[config.mk]
export PLATFORM = sky130hd
export DESIGN_NAME = tke_front
export DESIGN_NICKNAME = d
export VERILOG_FILES = /design/src/hw/rtl/tke_pkg.sv /design/src/hw/rtl/tke_front.sv
export SDC_FILE = /design/constraint.sdc
export NUM_CORES = 1
export LEC_CHECK = 0
export BUFFER_PORTS_ARGS = -buffer_cell sky130_fd_sc_hd__buf_2
export CAP_MARGIN = 20
export CORE_UTILIZATION = 55
export DETAILED_ROUTE_END_ITERATION = 12
export PLACE_DENSITY = 0.91
export REMOVE_ABC_BUFFERS = 1
export SETUP_SLACK_MARGIN = 0.15
export SYNTH_ARGS = -nofsm -noshare
export SYNTH_HDL_FRONTEND = slang
export SYNTH_SLANG_ARGS = --single-unit
[constraint.sdc]
create_clock -name vclk -period 8.55
set_input_delay 1.2825 -clock vclk [all_inputs]
set_output_delay 1.2825 -clock vclk [all_outputs]
set_load 0.005 [all_outputs]
[src/hw/rtl/tke_pkg.sv]
// Shared types, constants and helpers of the tilt estimator.
// No dependencies; imported by every module of the block.
package tke_pkg;

    localparam int QUEUE_DEPTH_DEF = 2;
    localparam int CFG_IDX_W       = 3;
    localparam int CFG_DATA_W      = 29;
    localparam int DIV_W           = 64;
    localparam int Q28_SHIFT       = 28;
    localparam int RATE_SHIFT      = 15;
    localparam int TIME_RECIP_SHIFT = 53;

    localparam logic signed [8:0]  RATE_GAIN    = 9'sd250;
    localparam logic signed [24:0] RATE_ROUND   = 25'sd32767;
    localparam logic signed [10:0] TILT_ZERO    = 11'sd256;
    localparam logic [43:0]        TIME_RECIP   = 44'h83126E978D5;
    localparam logic signed [63:0] Q28_ROUND    = 64'sd268435455;
    localparam logic signed [26:0] EST_MAX      = 27'sd67108863;
    localparam logic signed [26:0] EST_MIN      = -27'sd67108864;

    localparam logic [28:0]        ANGLE_NOISE_RST   = 29'd268435;
    localparam logic [28:0]        BIAS_NOISE_RST    = 29'd805306;
    localparam logic [28:0]        MEASURE_NOISE_RST = 29'd8053063;
    localparam logic signed [10:0] TILT_OFFSET_RST   = 11'sd36;
    localparam logic [9:0]         TILT_LIMIT_RST    = 10'd150;

    localparam logic [CFG_IDX_W-1:0] CFG_ANGLE_NOISE   = 3'd0;
    localparam logic [CFG_IDX_W-1:0] CFG_BIAS_NOISE    = 3'd1;
    localparam logic [CFG_IDX_W-1:0] CFG_MEASURE_NOISE = 3'd2;
    localparam logic [CFG_IDX_W-1:0] CFG_TILT_OFFSET   = 3'd3;
    localparam logic [CFG_IDX_W-1:0] CFG_TILT_LIMIT    = 3'd4;

    typedef struct packed {
        logic [28:0]        angle_noise;
        logic [28:0]        bias_noise;
        logic [28:0]        measure_noise;
        logic signed [10:0] tilt_offset;
        logic [9:0]         tilt_limit;
    } tke_cfg_t;

    typedef struct packed {
        logic [24:0]       num;
        logic [16:0]       den;
        logic              neg;
        logic              zero;
        logic signed [8:0] rate;
        logic [9:0]        ms;
    } tke_item_t;

    typedef enum logic [2:0] {
        ST_IDLE,
        ST_MUL0,
        ST_MUL1,
        ST_DIV,
        ST_DIVW,
        ST_RECIP,
        ST_WB,
        ST_OUT
    } state_t;

    typedef enum logic [3:0] {
        STEP_TILT,
        STEP_ANG_T,
        STEP_CAA_T,
        STEP_CBB_T,
        STEP_BN_T,
        STEP_K0,
        STEP_K1,
        STEP_ANG_C,
        STEP_BIAS_C,
        STEP_CAA_C,
        STEP_CAB_C,
        STEP_CBA_C,
        STEP_CBB_C
    } step_t;

    function automatic logic signed [31:0] sat32(input logic signed [63:0] v);
        logic signed [31:0] r;
        if (v > 64'sd2147483647)
            r = 32'sh7FFFFFFF;
        else if (v < -64'sd2147483648)
            r = 32'sh80000000;
        else
            r = v[31:0];
        return r;
    endfunction

    function automatic logic signed [63:0] shr28(input logic signed [63:0] p);
        logic signed [63:0] r;
        r = (p + (p < 0 ? Q28_ROUND : 64'sd0)) >>> Q28_SHIFT;
        return r;
    endfunction

endpackage

[src/hw/rtl/tke_front.sv]
// Front end: takes input words, forms rate and arctan2 operands, pushes to queue.
// Depends on tke_pkg.
module tke_front (
    input  logic               in_valid,
    output logic               in_ready,
    input  logic signed [15:0] accel_y,
    input  logic signed [15:0] accel_z,
    input  logic signed [15:0] gyro_x,
    input  logic [9:0]         interval_ms,
    input  logic               queue_full,
    output logic               push,
    output tke_pkg::tke_item_t push_item
);
    import tke_pkg::*;

    logic signed [16:0] ty;
    logic signed [16:0] tx;
    logic [16:0]        mag_y;
    logic [16:0]        mag_x;
    logic signed [24:0] gp;
    logic signed [24:0] gq;

    always_comb
    begin
        ty    = 17'sd0 - 17'(accel_z);
        tx    = 17'sd0 - 17'(accel_y);
        mag_y = ty[16] ? 17'(17'sd0 - ty) : 17'(ty);
        mag_x = tx[16] ? 17'(17'sd0 - tx) : 17'(tx);
        gp    = 25'(gyro_x) * 25'(RATE_GAIN);
        gq    = (gp + (gp < 0 ? RATE_ROUND : 25'sd0)) >>> RATE_SHIFT;

        push_item.num  = {mag_y, 8'd0} + (tx[16] ? {mag_x[15:0], 9'd0} : 25'd0);
        push_item.den  = mag_x + mag_y;
        push_item.neg  = ty[16];
        push_item.zero = (mag_x == 17'd0) && (mag_y == 17'd0);
        push_item.rate = gq[8:0];
        push_item.ms   = interval_ms;

        in_ready = !queue_full;
        push     = in_valid && !queue_full;
    end

endmodule

==> metrics.csv <==
stage,metric,value,unit
timing,Hold Slack,2.57,ns
floorplanning,core area,0.0126,sq mm
global_route,vias in the first global route,6807,
worst_setup_path,worst setup path startpoint,gyro_x[6],
worst_setup_path,Worst Path Required,7.27,ns
drt,Detailed Routing Iterations Pass 1,5,
worst_setup_path,crit path kind,in -> out,
global_route,total gr overflow,0,
global_route,total track usage,0.279,
synthesis,sequential fraction of the synthesis area,0,
floorplanning,Die X,115,um
floorplanning,Initial Util,0.564,
placed_design,Final GP Congestion,0.917,
timing,max_slew headroom,0.587,
drt,drt wl/cell,16.1,um
timing,unrepaired setup endpoints after global routing,true,
finish,P&R area growth vs syn,18.8,%
synthesis,Mean Syn Cell Area,7.59,sq um
timing,Final min period,8.46,ns
synthesis,Ys Warns,0,
drt,DR vias/cell,5.84,
finish,Fillers,952,
run_status,status,finished clean,
clocking,cts hold-fix bufs,0,
worst_hold_path,Hold EP,push_item[0],
worst_setup_path,max incr delay on CP,0.57,ns
placed_design,Placed Cells,1225,
worst_setup_path,Top Family by Delay on Critical Path,adder cells,
global_route,largest net degree at the start of global routing,17,
synthesis,Synth Instances,933,
power_and_ir_drop,VDD IR max,0.261,mV
timing,max frequency,0.118,GHz
drt,DR iter-0 viols,642,
drt,DRC Markers,0,
drt,final wirelength,19.9,mm
floorplanning,row count,41,
worst_setup_path,worst path bufs/invs,8,
finish,Nets,1290,
drt,vias post-DR,7208,
synthesis,unique cell type count in the Yosys netlist,75,
finish,sequential cells,0,
drt,post-route ant nets,0,
timing,Slew @ Worst Pin,0.615,ns
worst_hold_path,Hold Path Depth,0,
timing,crit share post-route,0.989,
global_route,first-pass GRT wire length,30.3,mm
worst_setup_path,Setup crit start kind,input port,
worst_setup_path,Crit path top cell by count,fa_1,
finish,number of clock buffers in the layout,0,
timing,final setup violation count,0,
synthesis,"Cell Area, Synth",0.00708,sq mm
worst_hold_path,HP Class,in -> out,
power_and_ir_drop,power per cell area,367,mW/mm^2
power_and_ir_drop,Leak,0.00426,uW
flow_run,# Max-Cap Violations,0,
worst_hold_path,Worst Min Path Start,interval_ms[0],
global_route,initial antenna violation count,0,
placed_design,Port Buffer Count,97,
floorplanning,Die Y,115,um
floorplanning,I/O pins,125,
floorplanning,Die Area,0.0133,sq mm
worst_setup_path,CP max stage cell,fa_1,
timing,final hold viol count,0,
worst_setup_path,crit path capture type,primary output,
finish,most frequent cells in the layout,"inv_1, ha_1, buf_2, xnor2_1, fa_1",
worst_setup_path,CP arrival,7.18,ns
finish,layout cell share with drive strength beyond 1,0.224,
worst_setup_path,critical path peak fanout,4,
timing,"Slew Viols, Final",0,
finish,Register Area,0,sq um
placed_design,Detail Placement HPWL,15.5,mm
finish,Layout Cells excl Fill,1235,
finish,"most common cell after layout, fill and taps aside",inv_1,
## cell usage after synthesis, types with 19 or more instances
library cell / n / area share
inv_1: 197 / 0.10
xnor2_1: 66 / 0.082
xor2_1: 34 / 0.042
nor3_1: 24 / 0.017
fa_1: 61 / 0.17
nand2_1: 47 / 0.025
nor2_1: 54 / 0.029
o21ai_0: 29 / 0.020
a21oi_1: 38 / 0.027
nand3_1: 20 / 0.014
ha_1: 105 / 0.19
a21o_1: 24 / 0.025
buf_4: 19 / 0.020
## layout make-up
cell class / instances / area (sq um) / area share
Multi-Input combinational cell: 710 / 6450 / 0.766
Timing Repair Buffer: 155 / 986 / 0.117
Inverter: 197 / 764 / 0.0908
Tap cell: 172 / 215 / 0.0256
Antenna cell: 1 / 2.50 / 0.000297
## repair_timing
action / 4_1_cts / 5_1_grt
pin swaps: 9 / 60
gates resized for setup: 21 / 77
setup buffers: 3 / 6
endpoints found under the setup margin: 9 / 9
## cell families after synthesis
| logic type | count (synthesis) | share of synthesized area |
|---|---|---|
| other | 1 | 0.000529 |
| AO/OA/AOI/OAI | 183 | 0.186 |
| XOR/XNOR | 100 | 0.124 |
| adder cells (fa/ha/maj) | 166 | 0.358 |
| buffers and inverters | 230 | 0.133 |
| multiplexers | 9 | 0.0132 |
| AND/OR/NAND/NOR | 244 | 0.186 |
## stage by stage
step	instance area [sq um]	power [uW]	util	setup WS, ns	setup TNS [ns]
4_1_cts	8050	2630	0.641	0.172	0
3_3_place_gp	7970	2430	0.634	-0.0709	-0.281
3_5_place_dp	7970	2530	0.634	-0.319	-2.18
2_1_floorplan	6910	1700	-	0.158	0
6_report	8420	3080	0.670	0.0909	0
5_1_grt	8410	3320	0.669	-0.111	-0.185
## report_power, final
part	leakage [uW]	total, uW	internal (uW)	switching (uW)
Combinational	0.00426	3080	1380	1700
Sequential	0	0	0	0
Clock	0.00000000634	0.0000157	0.0000157	0
Total	0.00426	3080	1380	1700
## routing by layer
layer,vias up,GRT usage,routed length [um],share of wire
met5,-,0,0,0
met2,353,0.485,9490,0.48
li1,3384,-,-,-
met3,74,0.0303,1430,0.072
met4,0,0.0719,623,0.031
met1,3397,0.369,8320,0.42
## how the worst max path moves through the flow
stage | end | cells past startpoint
2_1_floorplan | push_item[11] | 26
3_3_place_gp | push_item[16] | 28
3_5_place_dp | push_item[14] | 28
4_1_cts | push_item[13] | 29
5_1_grt | push_item[14] | 29
6_report | push_item[13] | 25
No activity file was read; power rests on OpenSTA's default activity.
