## src/hw/rtl/tke_pkg.sv

```systemverilog
// Shared types, constants and helpers of the tilt estimator.
// No dependencies; imported by every module of the block.
package tke_pkg;

    localparam int QUEUE_DEPTH_DEF = 2;
    localparam int CFG_IDX_W       = 3;
    localparam int CFG_DATA_W      = 29;
    localparam int DIV_W           = 64;
    localparam int Q28_SHIFT       = 28;
    localparam int RATE_SHIFT      = 15;
    localparam int TIME_RECIP_SHIFT = 53;

    localparam logic signed [8:0]  RATE_GAIN    = 9'sd250;
    localparam logic signed [24:0] RATE_ROUND   = 25'sd32767;
    localparam logic signed [10:0] TILT_ZERO    = 11'sd256;
    localparam logic [43:0]        TIME_RECIP   = 44'h83126E978D5;
    localparam logic signed [63:0] Q28_ROUND    = 64'sd268435455;
    localparam logic signed [26:0] EST_MAX      = 27'sd67108863;
    localparam logic signed [26:0] EST_MIN      = -27'sd67108864;

    localparam logic [28:0]        ANGLE_NOISE_RST   = 29'd268435;
    localparam logic [28:0]        BIAS_NOISE_RST    = 29'd805306;
    localparam logic [28:0]        MEASURE_NOISE_RST = 29'd8053063;
    localparam logic signed [10:0] TILT_OFFSET_RST   = 11'sd36;
    localparam logic [9:0]         TILT_LIMIT_RST    = 10'd150;

    localparam logic [CFG_IDX_W-1:0] CFG_ANGLE_NOISE   = 3'd0;
    localparam logic [CFG_IDX_W-1:0] CFG_BIAS_NOISE    = 3'd1;
    localparam logic [CFG_IDX_W-1:0] CFG_MEASURE_NOISE = 3'd2;
    localparam logic [CFG_IDX_W-1:0] CFG_TILT_OFFSET   = 3'd3;
    localparam logic [CFG_IDX_W-1:0] CFG_TILT_LIMIT    = 3'd4;

    typedef struct packed {
        logic [28:0]        angle_noise;
        logic [28:0]        bias_noise;
        logic [28:0]        measure_noise;
        logic signed [10:0] tilt_offset;
        logic [9:0]         tilt_limit;
    } tke_cfg_t;

    typedef struct packed {
        logic [24:0]       num;
        logic [16:0]       den;
        logic              neg;
        logic              zero;
        logic signed [8:0] rate;
        logic [9:0]        ms;
    } tke_item_t;

    typedef enum logic [2:0] {
        ST_IDLE,
        ST_MUL0,
        ST_MUL1,
        ST_DIV,
        ST_DIVW,
        ST_RECIP,
        ST_WB,
        ST_OUT
    } state_t;

    typedef enum logic [3:0] {
        STEP_TILT,
        STEP_ANG_T,
        STEP_CAA_T,
        STEP_CBB_T,
        STEP_BN_T,
        STEP_K0,
        STEP_K1,
        STEP_ANG_C,
        STEP_BIAS_C,
        STEP_CAA_C,
        STEP_CAB_C,
        STEP_CBA_C,
        STEP_CBB_C
    } step_t;

    function automatic logic signed [31:0] sat32(input logic signed [63:0] v);
        logic signed [31:0] r;
        if (v > 64'sd2147483647)
            r = 32'sh7FFFFFFF;
        else if (v < -64'sd2147483648)
            r = 32'sh80000000;
        else
            r = v[31:0];
        return r;
    endfunction

    function automatic logic signed [63:0] shr28(input logic signed [63:0] p);
        logic signed [63:0] r;
        r = (p + (p < 0 ? Q28_ROUND : 64'sd0)) >>> Q28_SHIFT;
        return r;
    endfunction

endpackage

```

## src/hw/rtl/tke_queue.sv

```systemverilog
// Small word queue between front end and filter sequencer.
// Depends on tke_pkg.
module tke_queue #(
    parameter int DEPTH = tke_pkg::QUEUE_DEPTH_DEF
) (
    input  logic               clk,
    input  logic               rst_n,
    input  logic               push,
    input  tke_pkg::tke_item_t push_item,
    output logic               full,
    input  logic               pop,
    output logic               valid,
    output tke_pkg::tke_item_t pop_item
);
    import tke_pkg::*;

    localparam int PTR_W = (DEPTH > 1) ? $clog2(DEPTH) : 1;
    localparam int CNT_W = $clog2(DEPTH + 1);

    tke_item_t        mem [DEPTH];
    logic [PTR_W-1:0] wr_ptr_reg, wr_ptr_next;
    logic [PTR_W-1:0] rd_ptr_reg, rd_ptr_next;
    logic [CNT_W-1:0] count_reg, count_next;
    logic             do_push, do_pop;

    always_comb
    begin
        full     = (count_reg == CNT_W'(DEPTH));
        valid    = (count_reg != '0);
        pop_item = mem[rd_ptr_reg];
        do_push  = push && !full;
        do_pop   = pop && valid;

        wr_ptr_next = wr_ptr_reg;
        rd_ptr_next = rd_ptr_reg;
        if (do_push)
            wr_ptr_next = (wr_ptr_reg == PTR_W'(DEPTH - 1)) ? '0 : wr_ptr_reg + 1'b1;
        if (do_pop)
            rd_ptr_next = (rd_ptr_reg == PTR_W'(DEPTH - 1)) ? '0 : rd_ptr_reg + 1'b1;
        count_next = count_reg + CNT_W'(do_push) - CNT_W'(do_pop);
    end

    always_ff @(posedge clk)
    begin
        if (do_push)
            mem[wr_ptr_reg] <= push_item;
    end

    always_ff @(posedge clk or negedge rst_n)
    begin
        if (!rst_n)
        begin
            wr_ptr_reg <= '0;
            rd_ptr_reg <= '0;
            count_reg  <= '0;
        end
        else
        begin
            wr_ptr_reg <= wr_ptr_next;
            rd_ptr_reg <= rd_ptr_next;
            count_reg  <= count_next;
        end
    end

endmodule

```

## config.mk

```make
export PLATFORM = sky130hd
export DESIGN_NAME = tke_queue
export DESIGN_NICKNAME = d
export VERILOG_FILES = /design/src/hw/rtl/tke_pkg.sv /design/src/hw/rtl/tke_queue.sv
export SDC_FILE = /design/constraint.sdc
export NUM_CORES = 1
export LEC_CHECK = 0
export BUFFER_PORTS_ARGS = -buffer_cell sky130_fd_sc_hd__clkbuf_2
export CELL_PAD_IN_SITES_DETAIL_PLACEMENT = 1
export CELL_PAD_IN_SITES_GLOBAL_PLACEMENT = 1
export CORE_MARGIN = 8
export CORE_UTILIZATION = 45
export DETAILED_ROUTE_END_ITERATION = 10
export GPL_TIMING_DRIVEN = 0
export HOLD_SLACK_MARGIN = 0.06
export PLACE_DENSITY = 0.83
export SKIP_CTS_REPAIR_TIMING = 1
export SYNTH_ARGS = -nofsm -noshare
export SYNTH_HDL_FRONTEND = slang
export SYNTH_SLANG_ARGS = --single-unit
```

## constraint.sdc

```tcl
create_clock -name clk -period 5.3 [get_ports clk]
set_clock_uncertainty 0.2 [all_clocks]
set_input_delay 1.06 -clock clk [delete_from_list [all_inputs] [get_ports clk]]
set_output_delay 1.06 -clock clk [all_outputs]
set_load 0.05 [all_outputs]
```

==> impl_metrics.py, run 1 <==
metrics = {
    "yosys": {
        "synth_top_family_by_area": "multiplexers",
        "synth_cells": 214,
        "synth_cell_types": 16,
        "ys.warnings.count": 0,
        "synthSimpleGateAreaFrac": 0.00694,
        "seq_area_frac_synth": 0.769,
        "syn_avg_cell_area_um2": 23.6,
        "synthMuxAreaShare": 0.184,
        "synth_compound_area_frac": 0,
        "synth_adder_area_share": 0.00496,
        "mappedNetlistArea_mm2": 0.00505,
        "ys_ff_latch": 130,
        "syn_nets": 283,
        "synth_xor_area_frac": 0.00694,
    },
    "pwr": {
        "p_int_w": 0.00269,
        "combPwrFrac": 0.438,
        "seqPwrFrac": 0.334,
        "power_density_mw_per_mm2": 685,
        "p_leak_nw": 2.65,
        "p_sw_w": 0.00173,
        "swShare": 0.391,
        "vdd_drop_max_mv": 0.313,
        "power_w": 0.00442,
        "clkPwrFrac": 0.228,
    },
    "sta": {
        "hold_viol": 0,
        "fmax_mhz": 328,
        "fin_crit_sh": 0.575,
        "finalSetupViolations": 0,
        "fin_crit_ns": 3.05,
        "finalSetupTns_ns": 0,
        "slew_headroom": 0.415,
        "rsz0062_at_grt": "no",
        "tightest_slew_ns": 0.877,
        "holdWs_ns": 0.154,
        "finalMaxSlewViolations": 0,
    },
    "setup_path": {
        "cp-endpoint": "pop_item[9]",
        "cp-startpoint": "rd_ptr_reg$_DFFE_PN0P_",
        "reg2reg_depth": 7,
        "cp-end-kind": "output port",
        "critPathRequiredTime_ns": 4.04,
        "cp_data_arrival_time_ns": 1.79,
        "worstSetupPathType": "reg2out",
        "worst-path-max-fanout": 10,
        "reg2reg_slack_ns": 3.35,
        "reg2reg_to": "count_reg[1]$_DFF_PN0_",
        "timing.rr.start": "count_reg[1]$_DFF_PN0_",
        "startpoint_type": "flop",
    },
    "route": {
        "wire_per_inst_um": 18.5,
        "drtAntennaViolNets": 0,
        "drc": 0,
        "dr.first_iter.drc_count": 80,
        "dr.pass1.iters": 4,
        "num_vias": 2454,
        "finalWirelength_um": 9580,
        "vias_per_cell": 4.73,
    },
    "clock_tree": {
        "clock_latency_ns": 0.50,
        "clock_path_buffers": 2,
        "cts_root_buffer": "clkbuf_8",
        "cts_buffers": 17,
        "clk_pin_slew_ns": 0.06,
        "cts_max_level": 4,
        "cts_sinks": 130,
        "cts_tree": "built",
    },
    "floorplan": {
        "die_area_mm2": 0.0149,
        "die_y_um": 122,
        "start_util": 0.464,
        "num_rows": 38,
        "core_area_mm2": 0.0109,
        "io_pins": 132,
        "die_w_um": 122,
    },
    "placed_design": {
        "numPortBuffers": 131,
        "gp_congestion": 0.664,
        "post-dp-hpwl_um": 6820,
        "place_area_mm2": 0.00593,
    },
    "global_route": {
        "grt_overflow": 0,
        "grt_max_degree": 64,
        "first_global_vias": 2774,
        "grt_usage": 0.131,
        "antenna_found_initial": 0,
        "grt_pass1_wl_um": 14600,
    },
    "final_layout": {
        "nets": 435,
        "area_delta_synth_final_pct": 27.8,
        "layout_commonest_cell": "clkbuf_2",
        "final_cell_mix": "clkbuf_2 (131), edfxtp_1 (126), mux2_4 (59)",
        "largest_reg_flops": 126,
        "fin_area_mm2": 0.00645,
        "diodes": 0,
        "drive_above_1_share": 0.609,
    },
    "flow_run": {
        "drv_cap": 0,
    },
    "run_status": {
        "outcome": "completed",
    },
    "hold_path": {
        "hp-class": "in2async",
    },
}
[per-layer routing]
metal,share of wire,track usage
met5,0,0
met4,0.014,0.0648
met3,0.076,0.0463
met2,0.52,0.222
met1,0.39,0.143
[worst min path at each step]
stage / start / endpoint / cells past startpoint
3_5_place_dp: count_reg[1]$_DFF_PN0_ / count_reg[1]$_DFF_PN0_ / 1
6_report: rst_n / rd_ptr_reg$_DFFE_PN0P_ / 1
2_1_floorplan: count_reg[1]$_DFF_PN0_ / count_reg[1]$_DFF_PN0_ / 1
5_1_grt: rst_n / rd_ptr_reg$_DFFE_PN0P_ / 1
4_1_cts: rst_n / rd_ptr_reg$_DFFE_PN0P_ / 1
3_3_place_gp: wr_ptr_reg$_DFFE_PN0P_ / wr_ptr_reg$_DFFE_PN0P_ / 1
[layout make-up]
type / instances / area, um^2
fill: 999 / 4440
sequential: 130 / 3880
buffer: 7 / 131
tap: 140 / 175
timing repair buffer: 133 / 696
inverter: 2 / 7.51
multi-input combinational: 75 / 1040
clock buffer: 24 / 450
clock inverter: 8 / 68.8
[worst max-delay path: stages (launching register included)]
cell and delay (ns):
dfrtp_1 0.33, buf_6 0.21, buf_12 0.18, mux2_4 0.31, clkbuf_2 0.24
[per-stage QoR]
stage / setup WS (ns) / util / cells
after floorplan: 0.827 / - / 214
after global placement: -0.673 / 0.540 / 485
after detailed placement: 2.73 / 0.545 / 487
after CTS: 2.20 / 0.593 / 519
after global routing: 2.18 / 0.593 / 519
final: 2.25 / 0.593 / 519
[cell families after synthesis]
family | after synthesis
multiplexers | 63
AND/OR/NAND/NOR | 6
adder cells (fa/ha/maj) | 2
buffers and inverters | 9
XOR/XNOR | 4
flip-flops | 130
[synth_stat cells]
| cell | count | area (um^2) |
|---|---|---|
| mux2_4 | 59 | 886 |
| or2_1 | 1 | 6.26 |
| xor2_1 | 1 | 8.76 |
| and2_4 | 1 | 8.76 |
| edfxtp_1 | 126 | 3780 |
| buf_6 | 1 | 11.3 |
| mux2_2 | 4 | 45.0 |
| buf_12 | 6 | 120 |
| nor2_1 | 1 | 3.75 |
| nand2b_1 | 1 | 6.26 |
| nand2_1 | 1 | 3.75 |
| dfrtp_1 | 4 | 100 |
| inv_1 | 2 | 7.51 |
| and3_1 | 1 | 6.26 |
| ha_1 | 2 | 25.0 |
| xnor2_1 | 3 | 26.3 |
[power by group through the flow]
| stage | combinational [W] | sequential (W) | clock (W) |
|---|---|---|---|
| 2_1_floorplan | 0.00158 | 0.00149 | 0 |
| 3_3_place_gp | 0.00191 | 0.00151 | 0 |
| 3_5_place_dp | 0.00196 | 0.00150 | 0 |
| 4_1_cts | 0.00197 | 0.00148 | 0.00104 |
| 5_1_grt | 0.00203 | 0.00149 | 0.00107 |
| 6_report | 0.00194 | 0.00147 | 0.00101 |
Power figures use the tool's default switching activity.
==> run 2, diff against run 1 <==
Settings changed: ABC_AREA set to 1, CORE_UTILIZATION 45 to 37, PLACE_DENSITY 0.83 to 0.78.
Clock period 5.3 ns to 2.6 ns, I/O delays scaled along.
==> run 2 against run 1 <==
Compared with the run above: combinational power is 110% higher; largest power group unchanged; sequential power is 100% higher; die area is 14% higher; clock power is 130% higher.
==> impl_metrics.py, run 2 <==
metrics = {
    "setup_path": {
        "cpPeakStageDelay_ns": 0.40,
        "cp_top_family": "buffers and inverters",
        "cpMostUsedCell": "nand2_1",
        "cp-end-kind": "output port",
        "crit_buf_inv": 3,
        "cp_data_arrival_time_ns": 1.72,
        "critPathSlowestCell": "dfrtp_1",
        "startpoint_type": "flop",
        "worst-path-max-fanout": 10,
        "reg2reg_depth": 5,
        "worstSetupPathType": "reg2out",
        "critPathRequiredTime_ns": 1.88,
        "worstPathCellList": "inv_2, buf_2, nand2_1, nand2_1, clkbuf_2",
        "worstSetupPathDepth": 5,
    },
    "final_layout": {
        "largest_reg_flops": 126,
        "final_cell_mix": "nand2_1 (202), clkbuf_2 (131), edfxtp_1 (126)",
        "nets": 584,
        "fin_area_mm2": 0.00638,
        "area_delta_synth_final_pct": 31.6,
        "drive_above_1_share": 0.333,
        "diodes": 0,
        "layout_commonest_cell": "nand2_1",
    },
    "route": {
        "wl_met1_um": 4320,
        "drc": 0,
        "top_layer": "met4",
        "dr.pass1.iters": 4,
        "vias_per_cell": 4.47,
        "routed-wl-met2_um": 5830,
        "met3_length_um": 852,
        "num_vias": 3148,
        "wire_per_inst_um": 15.8,
        "finalWirelength_um": 11100,
        "drtAntennaViolNets": 0,
        "dr.first_iter.drc_count": 121,
    },
    "sta": {
        "fin_crit_sh": 0.939,
        "hold_viol": 0,
        "finalSetupViolations": 0,
        "tightest_slew_ns": 0.766,
        "fin_crit_ns": 2.44,
        "slew_headroom": 0.489,
        "rsz0062_at_grt": "no",
        "finalMaxSlewViolations": 0,
        "finalSetupTns_ns": 0,
        "fmax_mhz": 409,
        "finalWorstSetupSlack_ns": 0.158,
    },
    "global_route": {
        "grt_overflow": 0,
        "grt_usage": 0.136,
        "grt_pass1_wl_um": 17000,
        "grt_max_degree": 34,
        "first_global_vias": 3466,
        "antenna_found_initial": 0,
    },
    "yosys": {
        "yosysMostFrequentCell": "nand2_1",
        "synth_common_cells": "nand2_1 (202), edfxtp_1 (126), inv_1 (9)",
        "syn_nets": 430,
        "synth_edf_count": 126,
        "synth_area_leaders": "edfxtp_1 (78%), nand2_1 (16%), dfrtp_1 (2.1%), clkbuf_8 (1.7%), inv_1 (0.70%)",
        "syn_avg_cell_area_um2": 13.4,
        "synth_cells": 361,
        "mappedNetlistArea_mm2": 0.00484,
        "synth_ff_type": "edfxtp_1",
        "seq_area_frac_synth": 0.802,
        "synth_top_cell_by_area": "edfxtp_1",
        "synth_cell_types": 11,
        "synthArstFlopShare": 0.0308,
        "ys_ff_latch": 130,
        "ys.warnings.count": 0,
        "synth_top_area_frac": 0.781,
    },
    "run_status": {
        "outcome": "completed",
    },
    "floorplan": {
        "io_pins": 132,
        "die_y_um": 130,
        "start_util": 0.372,
        "die_w_um": 130,
        "num_rows": 42,
        "core_area_mm2": 0.0130,
        "die_area_mm2": 0.0170,
    },
    "clock_tree": {
        "cts_root_buffer": "clkbuf_16",
        "cts_tree": "built",
        "cts_sinks": 130,
        "clk_pin_slew_ns": 0.06,
        "cts_max_level": 4,
        "clock_path_buffers": 2,
        "cts_buffers": 17,
        "clock_latency_ns": 0.40,
    },
    "placed_design": {
        "gp_congestion": 0.699,
        "pre_cts_ws_ns": 0.396,
        "numPortBuffers": 131,
        "place_area_mm2": 0.00579,
        "post-dp-hpwl_um": 7880,
    },
    "flow_run": {
        "drv_cap": 0,
    },
    "pwr": {
        "vdd_drop_max_mv": 0.639,
        "power_density_mw_per_mm2": 1460,
        "p_leak_nw": 2.81,
    },
    "hold_path": {
        "hp-class": "in2reg",
        "hold_depth": 1,
    },
}
==> run 2: per-layer routing <==
layer  vias to the layer above  global-route usage
li1                       1518                   -
met1                      1525               0.138
met2                        91               0.242
met3                        14              0.0580
met4                         0              0.0527
met5                         -                   0
==> run 2: area by class of cell <==
class / instances / area, um^2
clock inverters: 12 / 140
well taps: 176 / 220
flip-flops and latches: 130 / 3880
plain buffers: 13 / 123
multi-input cells: 208 / 810
fillers: 1418 / 6660
clock buffers: 20 / 437
repair buffers: 135 / 726
inverters: 10 / 37.5
==> run 2: per-stage QoR <==
step / power [W] / utilization / hold WS (ns) / cells
2_1_floorplan: 0.00598 / - / 0.0244 / 361
3_3_place_gp: 0.00696 / 0.439 / 0.133 / 668
3_5_place_dp: 0.00710 / 0.444 / 0.138 / 671
4_1_cts: 0.00944 / 0.488 / -0.304 / 703
5_1_grt: 0.00977 / 0.489 / 0.0792 / 704
6_report: 0.00930 / 0.489 / 0.103 / 704
==> run 2: cells by family after synthesis <==
kind of cell / after synthesis / synth area share
buffers and inverters: 23 / 0.0325
adders and majority gates: 2 / 0.00517
DFF: 130 / 0.802
and+or+nand+nor: 206 / 0.160
==> run 2: final timing paths <==
| check | from | endpoint | slack [ns] |
|---|---|---|---|
| setup reg to reg | count_reg[0]$_DFF_PN0_ | mem[0][52]$_DFFE_PP_ | 0.52 |
| max in group asynchronous | rst_n | rd_ptr_reg$_DFFE_PN0P_ | 1.82 |
| hold reg to reg | wr_ptr_reg$_DFFE_PN0P_ | wr_ptr_reg$_DFFE_PN0P_ | 0.29 |
| hold / removal | push_item[47] | mem[0][47]$_DFFE_PP_ | 0.10 |
| setup / recovery | rd_ptr_reg$_DFFE_PN0P_ | pop_item[60] | 0.16 |
| min in group asynchronous | rst_n | count_reg[0]$_DFF_PN0_ | 0.25 |
==> run 2: report_power, final <==
part | switching, W | total, W | internal, W
clock | 0.000824 | 0.00232 | 0.00149
combinational | 0.00317 | 0.00400 | 0.000837
sequential | 0.000117 | 0.00298 | 0.00286
==> run 3, diff against run 2 <==
Settings changed: GPL_TIMING_DRIVEN 0 to 1.
==> run 3 against run 2 <==
Compared with the run above: clock power grew 3%; critical path type unchanged; via count fell by 0.29%; cell count is 1.4% lower; flip-flop and latch count unchanged; maximum frequency is 5.5% higher; register-to-register slack gained 0.29 ns; critical endpoint is now pop_item[48].
==> impl_metrics.py, run 3 (synthesis results as in run 2) <==
metrics = {
    "setup_path": {
        "crit_buf_inv": 3,
        "critPathSlowestCell": "dfrtp_2",
        "worst-path-max-fanout": 64,
        "worstSetupPathType": "reg2out",
        "worstPathCellList": "inv_2, buf_12, nand2_1, nand2_1, buf_12",
        "cp_top_family": "buffers and inverters",
        "startpoint_type": "flop",
        "cp-end-kind": "output port",
        "cpPeakStageDelay_ns": 0.42,
        "cp_data_arrival_time_ns": 1.60,
        "critPathRequiredTime_ns": 1.88,
    },
    "global_route": {
        "grt_pass1_wl_um": 18600,
        "first_global_vias": 3520,
        "grt_usage": 0.150,
        "antenna_found_initial": 0,
        "grt_overflow": 0,
        "grt_max_degree": 65,
    },
    "sta": {
        "rsz0062_at_grt": "no",
        "hold_viol": 0,
        "slew_headroom": 0.655,
        "finalMaxSlewViolations": 0,
        "fin_crit_ns": 2.32,
        "fin_crit_sh": 0.891,
        "finalSetupViolations": 0,
        "finalSetupTns_ns": 0,
        "tightest_slew_ns": 0.517,
        "fmax_mhz": 432,
    },
    "final_layout": {
        "nets": 574,
        "layout_commonest_cell": "nand2_1",
        "final-instance-count-excl-fill": 694,
        "drive_above_1_share": 0.322,
        "final_cell_mix": "nand2_1 (202), edfxtp_1 (126), clkbuf_2 (68)",
        "area_delta_synth_final_pct": 49.3,
        "diodes": 0,
        "largest_reg_flops": 126,
    },
    "route": {
        "dr.pass1.iters": 4,
        "wire_per_inst_um": 17.4,
        "drtAntennaViolNets": 0,
        "vias_per_cell": 4.52,
        "drc": 0,
        "finalWirelength_um": 12100,
        "num_vias": 3139,
        "dr.first_iter.drc_count": 116,
    },
    "placed_design": {
        "placed_cells": 661,
        "numPortBuffers": 131,
        "post-dp-hpwl_um": 8530,
        "gp_congestion": 0.683,
    },
    "pwr": {
        "p_leak_nw": 3.09,
        "power_density_mw_per_mm2": 1540,
        "vdd_drop_max_mv": 0.795,
    },
    "clock_tree": {
        "clock_path_buffers": 2,
        "cts_buffers": 17,
        "cts_max_level": 4,
        "cts_root_buffer": "clkbuf_16",
        "cts_sinks": 130,
        "clock_latency_ns": 0.41,
        "cts_tree": "built",
        "clk_pin_slew_ns": 0.05,
    },
    "flow_run": {
        "drv_cap": 0,
    },
    "floorplan": {
        "core_area_mm2": 0.0130,
        "die_w_um": 130,
        "start_util": 0.372,
        "die_area_mm2": 0.0170,
        "io_pins": 132,
        "die_y_um": 130,
        "num_rows": 42,
    },
    "hold_path": {
        "hp-class": "in2reg",
    },
    "run_status": {
        "outcome": "completed",
    },
}
==> run 3: cell types whose count changed in the layout (fill, tap and decap cells not counted), sizes merged <==
| cell | change |
|---|---|
| bufinv | +1 |
| clkinvlp | -1 |
| buf | +60 |
| clkinv | +1 |
| clkbuf | -71 |
==> run 3: metal layers <==
layer | global-route usage | part of all wire
met1 | 0.146 | 0.35
met2 | 0.277 | 0.56
met3 | 0.0568 | 0.071
met4 | 0.0655 | 0.017
met5 | 0 | 0
==> run 3: final cells by class <==
class	count	area, um^2
Clock buffer	19	433
Clock inverter	13	166
Fill cell	1333	5800
Inverter	10	37.5
Multi-Input combinational cell	208	810
Sequential cell	130	3880
Tap cell	176	220
Timing Repair Buffer	138	1680
==> run 3: final timing paths <==
path	startpoint	endpoint	slack, ns	cells after the start
max	rd_ptr_reg$_DFFE_PN0P_	pop_item[48]	0.28	5
min reg2reg	wr_ptr_reg$_DFFE_PN0P_	wr_ptr_reg$_DFFE_PN0P_	0.28	2
max in group asynchronous	rst_n	rd_ptr_reg$_DFFE_PN0P_	1.79	2
min	push_item[48]	mem[0][48]$_DFFE_PP_	0.1	1
min in group asynchronous	rst_n	wr_ptr_reg$_DFFE_PN0P_	0.27	2
max reg2reg	count_reg[0]$_DFF_PN0_	mem[1][5]$_DFFE_PP_	0.81	5
==> run 3: report_power, final <==
group | switching, W | leakage [nW] | internal (W) | total, W
registers | 0.000126 | 1.22 | 0.00286 | 0.00299
logic | 0.00344 | 1.58 | 0.00228 | 0.00572
clock network | 0.000819 | 0.291 | 0.00158 | 0.00240
total | 0.00439 | 3.09 | 0.00672 | 0.0111
==> run 3: per-stage QoR <==
step                power (W)  setup slack [ns]  cell area (um^2)   util  hold slack (ns)
floorplan             0.00598             0.141              4850      -           0.0244
global placement      0.00867             0.749              6620  0.508            0.134
detailed placement    0.00884             0.695              6620  0.508            0.139
CTS                    0.0113             0.236              7220  0.554           -0.304
global route           0.0116             0.189              7230  0.555           0.0804
finish                 0.0111             0.284              7230  0.555           0.0968
